===== src/fbpa_pkg.sv =====
// Shared types and constants of the fixed block pool allocator.
// Used by fbpa_ctrl, fbpa_datapath and fixed_block_pool_allocator; depends on nothing.
package fbpa_pkg;

  localparam int MAX_CHUNKS_DEF = 16;
  localparam int BLK_W          = 8;
  localparam int BSIZE_W        = 13;
  localparam int OFFSET_W       = 20;
  localparam int CHUNK_OUT_W    = 4;
  localparam int CFG_IDX_W      = 1;
  localparam int CFG_DATA_W     = 13;
  localparam int TAB_W          = 2 * BLK_W;

  localparam logic [BSIZE_W-1:0] BSIZE_MAX   = 13'd4096;
  localparam logic [BSIZE_W-1:0] BSIZE_RST   = 13'd16;
  localparam logic [BLK_W-1:0]   NBLOCKS_RST = 8'd255;

  typedef enum logic [CFG_IDX_W-1:0] {
    REG_BLOCK_SIZE       = 1'b0,
    REG_BLOCKS_PER_CHUNK = 1'b1
  } reg_idx_t;

  typedef enum logic [1:0] {
    ST_GRANT    = 2'd0,
    ST_RELEASED = 2'd1,
    ST_NO_SPACE = 2'd2,
    ST_REJECT   = 2'd3
  } status_t;

  typedef enum logic [2:0] {
    S_IDLE,
    S_DECIDE,
    S_SCAN,
    S_INIT,
    S_ACT,
    S_POP,
    S_EMIT
  } state_t;

  // Commands from controller to datapath
  typedef struct packed {
    logic capture;
    logic scan_start;
    logic scan_next;
    logic take_cur;
    logic take_scan;
    logic init_start;
    logic init_step;
    logic activate;
    logic pop;
    logic rel_write;
    logic res_nospace;
    logic res_reject;
    logic load_out;
  } cmd_t;

  // Status from datapath to controller
  typedef struct packed {
    logic req_rel;
    logic cur_valid;
    logic cnt_zero;
    logic active_zero;
    logic rel_ok;
    logic scan_last;
    logic pool_full;
    logic init_last;
    logic out_free;
  } stat_t;

endpackage


===== src/fbpa_ctrl.sv =====
// Controller state machine of the fixed block pool allocator.
// Depends on fbpa_pkg; drives fbpa_datapath through fbpa_pkg::cmd_t.
module fbpa_ctrl (
  input  logic            clk,
  input  logic            rst_n,
  input  logic            in_valid,
  output logic            in_ready,
  input  fbpa_pkg::stat_t stat,
  output fbpa_pkg::cmd_t  cmd
);

  fbpa_pkg::state_t state_r, state_nxt;

  always_ff @(posedge clk) begin
    if (!rst_n) begin
      state_r <= fbpa_pkg::S_IDLE;
    end else begin
      state_r <= state_nxt;
    end
  end

  always_comb begin
    state_nxt = state_r;
    case (state_r)
      fbpa_pkg::S_IDLE: begin
        if (in_valid) state_nxt = fbpa_pkg::S_DECIDE;
      end
      fbpa_pkg::S_DECIDE: begin
        if (stat.req_rel) state_nxt = fbpa_pkg::S_EMIT;
        else if (stat.cur_valid && !stat.cnt_zero) state_nxt = fbpa_pkg::S_POP;
        else if (stat.active_zero) state_nxt = fbpa_pkg::S_INIT;
        else state_nxt = fbpa_pkg::S_SCAN;
      end
      fbpa_pkg::S_SCAN: begin
        if (!stat.cnt_zero) state_nxt = fbpa_pkg::S_POP;
        else if (stat.scan_last) begin
          state_nxt = stat.pool_full ? fbpa_pkg::S_EMIT : fbpa_pkg::S_INIT;
        end
      end
      fbpa_pkg::S_INIT: begin
        if (stat.init_last) state_nxt = fbpa_pkg::S_ACT;
      end
      fbpa_pkg::S_ACT:  state_nxt = fbpa_pkg::S_POP;
      fbpa_pkg::S_POP:  state_nxt = fbpa_pkg::S_EMIT;
      fbpa_pkg::S_EMIT: begin
        if (stat.out_free) state_nxt = fbpa_pkg::S_IDLE;
      end
      default: state_nxt = fbpa_pkg::S_IDLE;
    endcase
  end

  always_comb begin
    cmd      = '0;
    in_ready = 1'b0;
    case (state_r)
      fbpa_pkg::S_IDLE: begin
        in_ready    = 1'b1;
        cmd.capture = in_valid;
      end
      fbpa_pkg::S_DECIDE: begin
        if (stat.req_rel) begin
          cmd.rel_write  = stat.rel_ok;
          cmd.res_reject = !stat.rel_ok;
        end else if (stat.cur_valid && !stat.cnt_zero) begin
          cmd.take_cur = 1'b1;
        end else if (stat.active_zero) begin
          cmd.init_start = 1'b1;
        end else begin
          cmd.scan_start = 1'b1;
        end
      end
      fbpa_pkg::S_SCAN: begin
        if (!stat.cnt_zero) begin
          cmd.take_scan = 1'b1;
        end else if (stat.scan_last) begin
          cmd.res_nospace = stat.pool_full;
          cmd.init_start  = !stat.pool_full;
        end else begin
          cmd.scan_next = 1'b1;
        end
      end
      fbpa_pkg::S_INIT: cmd.init_step = 1'b1;
      fbpa_pkg::S_ACT:  cmd.activate  = 1'b1;
      fbpa_pkg::S_POP:  cmd.pop       = 1'b1;
      fbpa_pkg::S_EMIT: cmd.load_out  = stat.out_free;
      default: cmd = '0;
    endcase
  end

endmodule


===== config.mk =====
export PLATFORM = sky130hd
export DESIGN_NAME = fbpa_ctrl
export DESIGN_NICKNAME = d
export VERILOG_FILES = /design/src/fbpa_pkg.sv /design/src/fbpa_ctrl.sv
export SDC_FILE = /design/constraint.sdc
export NUM_CORES = 1
export LEC_CHECK = 0
export BUFFER_PORTS_ARGS = -buffer_cell sky130_fd_sc_hd__buf_2
export CAP_MARGIN = 20
export CORE_AREA = 3 3 40 42
export DETAILED_ROUTE_END_ITERATION = 10
export DIE_AREA = 0 0 43 45
export GPL_TIMING_DRIVEN = 1
export PLACE_DENSITY = 0.56
export SKIP_LAST_GASP = 1
export SYNTH_ARGS = -nofsm -noshare
export SYNTH_HDL_FRONTEND = slang
export SYNTH_SLANG_ARGS = --single-unit

===== constraint.sdc =====
create_clock -name clk -period 1.6 [get_ports clk]
set_input_delay 0.4 -clock clk [delete_from_list [all_inputs] [get_ports clk]]
set_output_delay 0.4 -clock clk [all_outputs]
set_load 0.005 [all_outputs]

==> results.cfg, run 1 <==
[drt]
drcViolationCount = 0
first_iter_violations = 10
vias = 559
ant_nets = 0
wl_per_cell_um = 11.2
wirelength_um = 1220
viasPerCell = 5.13
firstDrtPassIters = 4

[synthesis]
syn-num-nets = 74
netlist_instances = 62
synth-seq-area-share_pct = 15.7
netlist_area_sq_um = 383
avgSynthCellArea_sq_um = 6.18
ys_warn_count = 0
ys_types = 24
synth_seq_cells = 3

[floorplan]
die_h_um = 45
fp.dieW_um = 43
initial_utilization_pct = 29.8
io_pins = 26
dieArea_sq_mm = 0.00194
rows = 13
core_sq_mm = 0.00128

[timing]
clock.fmax_mhz = 622
grt_setup_unrepaired = true
skew_ns = 0.000849
finalCriticalPeriod_ns = 1.61
setup_ws_ns = -0.00661
worst_pin_slew_ns = 0.409
max_slew_margin_pct = 72.4
setup_viol = 1
period_share_pct = 100
hold_ws_ns = 0.421
hold_violations = 0
slew_viol_final = 0

[worst_setup_path]
endpoint_kind = output port
crit_arrival_ns = 1.21
rrSetupSlack_ns = 0.22
crit_start = state_r[1]$_SDFFE_PN0P_
cp.required_ns = 1.20
crit_end = cmd[7]
reg2reg_from = state_r[1]$_SDFFE_PN0P_
crit_path_max_fanout = 6
rr_worst_depth = 5
cp-start-kind = flip-flop
rr_endpoint = state_r[2]$_SDFFE_PN0P_
timing_worst_setup_path_type = reg -> out

[power]
powerDensity_mw_per_mm2 = 1570
peakVddDrop_mv = 0.564
power.leakage_nw = 0.316

[cts]
cts_buffers = 3
cts_tree = done
clockBufferDepth = 2
cts_max_level = 1
clk_latency_ns = 0.24
clk_pin_slew_ns = 0.04
cts-root-buf = clkbuf_4
cts.sinks = 3

[finish]
final_util_pct = 51.1
reg_top3 = state_r (3)
fin_nets = 107
n_fill_cell = 128
final_common_cell = buf_2
regMostFlops = state_r
antenna_cells = 0
final_cell_mix = 25 x buf_2, 8 x nor2_1
largest_reg_flops = 3
syn_to_final_growth_pct = 71.6
drive_above_1_share_pct = 51.1

[outcome]
outcome = finished, violations left
violations = setup timing

[placed_design]
routabilityCongestion = 0.748
numPortBuffers = 25
place_hpwl_um = 926

[hold_path]
hold_class = in -> reg
min_path_cells = 3
hp-start = rst_n

[global_route]
busiest_layer = met2
grt_pass1_wl_um = 2190
met1_usage_pct = 21.2
grt.overflow.total = 0
antenna_found_initial = 0
met3_usage_pct = 4.78
grt_usage_pct = 14.7
grt_pass1_vias = 481
grt_max_degree = 11
met2_usage_pct = 21.3

[run]
maxCapViolations = 0
## power breakdown
part | internal [mW] | switching, mW
combinational | 0.337 | 0.335
sequential | 0.129 | 0.0926
clock | 0.0937 | 0.0430
total | 0.559 | 0.470
## cell families (layout without fill, tap and decap cells)
family                 Yosys count  after routing  share of synthesized area (%)
AND/OR/NAND/NOR                 36             36                           46.4
AO/OA/AOI/OAI                   15             15                           28.1
buffers and inverters            8             40                           9.80
flip-flops                       3              3                           15.7
## area by class of cell
class                           count  area (sq um)  share of cell area (%)
Clock buffer                        4          26.3                    4.00
Inverter                            5          23.8                    3.62
Multi-Input combinational cell     51           342                    52.0
Sequential cell                     3          68.8                    10.5
Tap cell                           15          18.8                    2.86
Timing Repair Buffer               31           178                    27.0
## timing repair
item / CTS / global route
buffers inserted: 1 / 1
gates cloned: 0 / 0
endpoints found under the setup margin: 6 / 9
gates resized for setup: 12 / 10
hold endpoints to repair: 0 / 0
hold buffers: 0 / 0
pin swaps: 4 / 4
## layer usage
| metal | vias to the layer above | part of all wire (%) |
|---|---|---|
| met5 | - | 0 |
| met4 | 0 | 0.65 |
| met3 | 2 | 9.0 |
| met2 | 27 | 43 |
| met1 | 246 | 47 |
| li1 | 284 | - |
## synthesized netlist by cell type
master	count	share of area (%)
o21ba_1	1	2.6
nor2b_1	2	3.3
o21ai_0	5	6.5
o21ai_1	2	2.6
a311oi_1	1	2.3
nand2b_1	4	6.5
clkbuf_1	2	2.0
buf_6	1	2.9
a31o_1	1	2.3
a22oi_1	1	2.0
o41ai_2	1	4.2
o311ai_0	1	2.3
and3_1	2	3.3
inv_1	4	3.9
and2_1	2	3.3
nand3_1	4	5.2
dfxtp_1	3	16
inv_2	1	0.98
nand3b_1	1	2.0
nor3_1	5	6.5
nor4_1	1	1.6
nand2_1	3	2.9
a31oi_1	2	3.3
nor2_1	12	12
## metrics by stage
stage | std cells | TNS [ns] | setup slack, ns | power, mW | area, sq um
3_5_place_dp | 103 | 0 | 0.0881 | 0.694 | 538
6_report | 109 | -0.00661 | -0.00661 | 1.03 | 657
3_3_place_gp | 103 | 0 | 0.0430 | 0.697 | 538
4_1_cts | 108 | -0.0469 | -0.0184 | 0.941 | 616
2_1_floorplan | 62 | 0 | 0.226 | 0.506 | 383
5_1_grt | 109 | -0.387 | -0.101 | 1.14 | 657
## worst min-delay path by stage
stage	endpoint	slack, ns
final	state_r[1]$_SDFFE_PN0P_	0.42
after global routing	state_r[2]$_SDFFE_PN0P_	0.44
after CTS	state_r[1]$_SDFFE_PN0P_	0.41
after detailed placement	state_r[2]$_SDFFE_PN0P_	0.66
after global placement	state_r[2]$_SDFFE_PN0P_	0.67
after floorplan	state_r[1]$_SDFFE_PN0P_	0.53
## critical path, stage by stage (launching register included)
cell,delay [ns]
dfxtp_4,0.40
inv_6,0.06
nor3_4,0.18
nand3_2,0.11
o21ai_2,0.11
buf_2,0.12
Power figures use the tool's default switching activity.
==> run 2: changes to the inputs <==
--- a/config.mk
+++ b/config.mk
@@ -7,11 +7,14 @@
 export LEC_CHECK = 0
 export BUFFER_PORTS_ARGS = -buffer_cell sky130_fd_sc_hd__buf_2
 export CAP_MARGIN = 20
-export CORE_AREA = 3 3 40 42
+export CORE_ASPECT_RATIO = 1.1
+export CORE_MARGIN = 3
+export CORE_UTILIZATION = 25
+export CTS_CLUSTER_SIZE = 40
 export DETAILED_ROUTE_END_ITERATION = 10
-export DIE_AREA = 0 0 43 45
 export GPL_TIMING_DRIVEN = 1
-export PLACE_DENSITY = 0.56
+export PLACE_DENSITY = 0.5
+export RECOVER_POWER = 50
 export SKIP_LAST_GASP = 1
 export SYNTH_ARGS = -nofsm -noshare
 export SYNTH_HDL_FRONTEND = slang
==> run 2 against run 1 <==
The flow still finishes with violations (setup timing); highest routed layer is now met3; critical path depth is the same; clock skew grew 0.0024 ns; critical path type unchanged; setup slack lost 0.0012 ns; global-route usage shrank 0.80 points.
==> results.cfg, run 2 (synthesis results as in run 1) <==
[worst_setup_path]
cp.required_ns = 1.20
crit_path_max_fanout = 4
crit_arrival_ns = 1.21
crit_start = state_r[1]$_SDFFE_PN0P_
reg2reg_from = state_r[2]$_SDFFE_PN0P_
rr_worst_depth = 5
max_stage_delay_ns = 0.35
critPathSlowestCell = dfxtp_4
endpoint_kind = output port
timing_worst_setup_path_type = reg -> out
rr_endpoint = state_r[2]$_SDFFE_PN0P_
rrSetupSlack_ns = 0.12
cp-start-kind = flip-flop
path_cells = buf_12 -> nor2_4 -> nand3b_1 -> nor3_2 -> buf_2

[finish]
design_area_sq_um = 709
final_cell_mix = 25 x buf_2, 9 x nor2_1, 8 x buf_4
fin_nets = 112
drive_above_1_share_pct = 51.5
final_util_pct = 50.6
reg_top3 = state_r (3)
syn_to_final_growth_pct = 85.3
final_cells = 115
antenna_cells = 0
largest_reg_flops = 3
regMostFlops = state_r
final_common_cell = buf_2

[floorplan]
die_h_um = 47.0
fp.dieW_um = 43.3
rows = 14
dieArea_sq_mm = 0.00204
initial_utilization_pct = 27.3
io_pins = 26
core_sq_mm = 0.00140

[outcome]
outcome = finished, violations left
violations = setup timing

[hold_path]
holdPathEnd = state_r[2]$_SDFFE_PN0P_
hp-start = rst_n
min_path_cells = 3
hold_class = in -> reg

[timing]
slew_viol_final = 0
setup_ws_ns = -0.00783
clock.fmax_mhz = 622
period_share_pct = 100
tns_ns = -0.0137
hold_violations = 0
setup_viol = 3
worst_pin_slew_ns = 0.369
skew_ns = 0.00326
grt_setup_unrepaired = true
max_slew_margin_pct = 75.1
finalCriticalPeriod_ns = 1.61

[power]
total_power_mw = 1.17
peakVddDrop_mv = 0.549
power.leakage_nw = 0.356
powerDensity_mw_per_mm2 = 1640

[placed_design]
dpl.cell_count = 105
place_hpwl_um = 1020
routabilityCongestion = 0.798
numPortBuffers = 25
placed_cell_area_sq_um = 559

[global_route]
grt_pass1_wl_um = 2160
grt_pass1_vias = 527
grt_usage_pct = 13.9
grt.overflow.total = 0
grt_max_degree = 12
antenna_found_initial = 0

[cts]
clk_pin_slew_ns = 0.04
cts_buffers = 3
clk_latency_ns = 0.24
clockBufferDepth = 2
cts_tree = done
cts_max_level = 1
cts.sinks = 3
cts-root-buf = clkbuf_4

[drt]
wl_per_cell_um = 12.2
drcViolationCount = 0
firstDrtPassIters = 4
ant_nets = 0
first_iter_violations = 14
wirelength_um = 1400
viasPerCell = 4.97
vias = 572

[run]
maxCapViolations = 0
==> run 2: cell types whose count changed in the layout (fill, tap and decap cells not counted), moves of 2 or more <==
cell	delta
nor2_2	-4
inv_2	+2
nor2_4	+3
buf_4	+4
==> run 2: how the worst max path moves through the flow <==
stage | to | cells after the start | slack, ns
2_1_floorplan | cmd[11] | 4 | 0.23
3_3_place_gp | cmd[7] | 5 | 0.09
3_5_place_dp | cmd[7] | 5 | 0.07
5_1_grt | cmd[7] | 5 | -0.11
6_report | cmd[11] | 5 | -0.008
4_1_cts | cmd[11] | 5 | -0.03
==> run 2: per-stage QoR <==
stage               setup slack [ns]  hold slack, ns
CTS                          -0.0267           0.424
finish                      -0.00783           0.426
global route                  -0.108           0.420
global placement              0.0880           0.653
floorplan                      0.226           0.532
detailed placement            0.0654           0.648
==> run 2: routing by layer <==
metal  up-vias  share of wire, %  GRT usage, %
met3         0               5.4          1.92
li1        294                 -             -
met5         -                 0             0
met4         0                 0          7.23
met1       260                45          16.7
met2        18                50          24.5
==> run 2: layout make-up <==
type | count | area, sq um
inverter | 5 | 18.8
fill | 137 | 692
clock buffer | 4 | 26.3
timing repair buffer | 36 | 229
tap | 16 | 20.0
multi-input combinational | 51 | 344
sequential | 3 | 71.3
==> run 2: power by group <==
part	internal [mW]	switching, mW	leakage [nW]
registers	0.133	0.0865	0.0267
logic	0.433	0.379	0.314
clock network	0.0937	0.0423	0.0150
==> run 2: timing repair <==
item / CTS / global route
pin swaps: 4 / 6
hold buffers: 0 / 0
gates resized for setup: 13 / 8
buffers inserted: 2 / 4
endpoints found under the setup margin: 9 / 11
==> run 2: worst max-delay path, delay by kind of cell, from the launching register on <==
family                 cells  cell delay (ns)
buffers and inverters      2             0.26
flip-flops                 1             0.35
AND/OR/NAND/NOR            3             0.35
==> run 3: changes to the inputs <==
--- a/config.mk
+++ b/config.mk
@@ -13,7 +13,7 @@
 export CTS_CLUSTER_SIZE = 40
 export DETAILED_ROUTE_END_ITERATION = 10
 export GPL_TIMING_DRIVEN = 1
-export PLACE_DENSITY = 0.5
+export PLACE_DENSITY = 0.52
 export RECOVER_POWER = 50
 export SKIP_LAST_GASP = 1
 export SYNTH_ARGS = -nofsm -noshare
==> constraint.sdc (replaced) <==
create_clock -name clk -period 1.42 [get_ports clk]
set_input_delay 0.355 -clock clk [delete_from_list [all_inputs] [get_ports clk]]
set_output_delay 0.355 -clock clk [all_outputs]
set_load 0.005 [all_outputs]
==> run 3 against run 2 <==
The run still ends with setup timing left; utilization increased by 8.3 points; critical path depth stayed put; routed wire length grew 11%; non-clock buffer count grew 6; clock skew rose by 0.0051 ns; global-route usage is 1.2 points higher; via count increased by 5.4%; flip-flop and latch count did not move; sequential power is 9.1% higher; power rose by 36%.
==> results.cfg, run 3 (synthesis results as in run 1) <==
[drt]
drcViolationCount = 0
viasPerCell = 4.98
vias = 603
first_iter_violations = 15
wl_per_cell_um = 12.8
ant_nets = 0
wirelength_um = 1550
firstDrtPassIters = 4

[floorplan]
die_h_um = 47.0
fp.dieW_um = 43.3
initial_utilization_pct = 27.3
rows = 14
dieArea_sq_mm = 0.00204
io_pins = 26
core_sq_mm = 0.00140

[power]
p_switching_uw = 657
power.leakage_nw = 0.387
powerDensity_mw_per_mm2 = 1920
p_sw_share_pct = 41.4
p_seq_share_pct = 15.1
power_frac_clock_pct = 10.3
pwr-share-comb_pct = 74.6
power.internal_uw = 929
peakVddDrop_mv = 0.744

[worst_setup_path]
timing_worst_setup_path_type = reg -> out
reg2reg_from = state_r[2]$_SDFFE_PN0P_
crit_path_max_fanout = 5
cp.required_ns = 1.07
crit_arrival_ns = 1.29
endpoint_kind = output port
cp-start-kind = flip-flop
crit_start = state_r[1]$_SDFFE_PN0P_

[run]
maxCapViolations = 0

[finish]
final_cells = 121
n_fill_cell = 139
antenna_cells = 0
final_common_cell = buf_2
largest_reg_flops = 3
syn_to_final_growth_pct = 116
regMostFlops = state_r
reg_top3 = state_r (3)
final_cell_mix = 24 x buf_2, 8 x buf_6, 8 x buf_4
fin_nets = 118
design_area_sq_um = 826
drive_above_1_share_pct = 61.0

[timing]
setup_ws_ns = -0.220
slew_viol_final = 0
grt_setup_unrepaired = true
period_share_pct = 116
max_slew_margin_pct = 77.2
hold_violations = 0
skew_ns = 0.00840
finalCriticalPeriod_ns = 1.64
clock.fmax_mhz = 610
hold_ws_ns = 0.369
setup_viol = 14
worst_pin_slew_ns = 0.338

[placed_design]
place_hpwl_um = 1010
dpl.cell_count = 110
placed_cell_area_sq_um = 597
routabilityCongestion = 0.822
numPortBuffers = 25

[outcome]
outcome = finished, violations left
violations = setup timing

[cts]
cts_buffers = 3
cts_tree = done
cts.sinks = 3
clk_pin_slew_ns = 0.04
cts-root-buf = clkbuf_4
clockBufferDepth = 2
hold_buffers = 0
cts_max_level = 1
clk_latency_ns = 0.25

[global_route]
grt.overflow.total = 0
grt_pass1_wl_um = 2330
grt_max_degree = 10
grt_usage_pct = 15.2
antenna_found_initial = 0
grt_pass1_vias = 541

[hold_path]
hp-start = rst_n
hold_class = in -> reg
[run 3: final cells by class]
cell class	instances	area [sq um]	share of cell area (%)
flip-flops and latches	3	68.8	8.33
clock buffers	4	26.3	3.18
multi-input cells	51	374	45.3
inverters	5	21.3	2.58
well taps	16	20.0	2.42
repair buffers	42	315	38.2
[run 3: path summary, 6_finish.rpt]
check | to | slack [ns] | cells after the start
hold reg to reg | state_r[0]$_SDFFE_PN0P_ | 0.64 | 2
setup / recovery | cmd[6] | -0.22 | 5
hold / removal | state_r[1]$_SDFFE_PN0P_ | 0.37 | 3
setup reg to reg | state_r[2]$_SDFFE_PN0P_ | 0.02 | 5
[run 3: power groups by stage]
stage | Sequential [mW] | Combinational, mW | Clock, mW
2_1_floorplan | 0.153 | 0.417 | 0
3_3_place_gp | 0.178 | 0.740 | 0
3_5_place_dp | 0.180 | 0.737 | 0
4_1_cts | 0.229 | 0.929 | 0.163
5_1_grt | 0.246 | 1.28 | 0.168
6_report | 0.239 | 1.18 | 0.164
[run 3: worst max-delay path, cell delays in order, from the launching register on]
cell and delay (ns):
dfxtp_4 0.39, inv_4 0.05, buf_4 0.14, buf_6 0.12, nor3_2 0.17, buf_2 0.16
[run 3: stage by stage]
stage | setup WS, ns | total power [mW] | setup TNS, ns | util (%)
after floorplan | 0.0912 | 0.570 | 0 | -
after global placement | -0.0765 | 0.918 | -0.0765 | 42.6
after detailed placement | -0.0929 | 0.917 | -0.119 | 42.6
after CTS | -0.175 | 1.32 | -1.11 | 51.3
after global routing | -0.245 | 1.69 | -2.52 | 58.9
final | -0.220 | 1.59 | -1.81 | 58.9
[run 3: repair_timing]
| action | in CTS | in global routing |
|---|---|---|
| gates resized for setup | 24 | 10 |
| cloned | 0 | 1 |
| setup buffers | 1 | 5 |
| pin swaps | 7 | 9 |
| setup endpoints to repair | 14 | 15 |
[run 3: per-layer routing]
| metal | GRT usage (%) | wire [um] | up-vias |
|---|---|---|---|
| li1 | - | - | 307 |
| met3 | 0.766 | 99 | 2 |
| met2 | 26.8 | 798 | 23 |
| met5 | 0 | 0 | - |
| met1 | 18.4 | 632 | 271 |
| met4 | 9.04 | 21 | 0 |
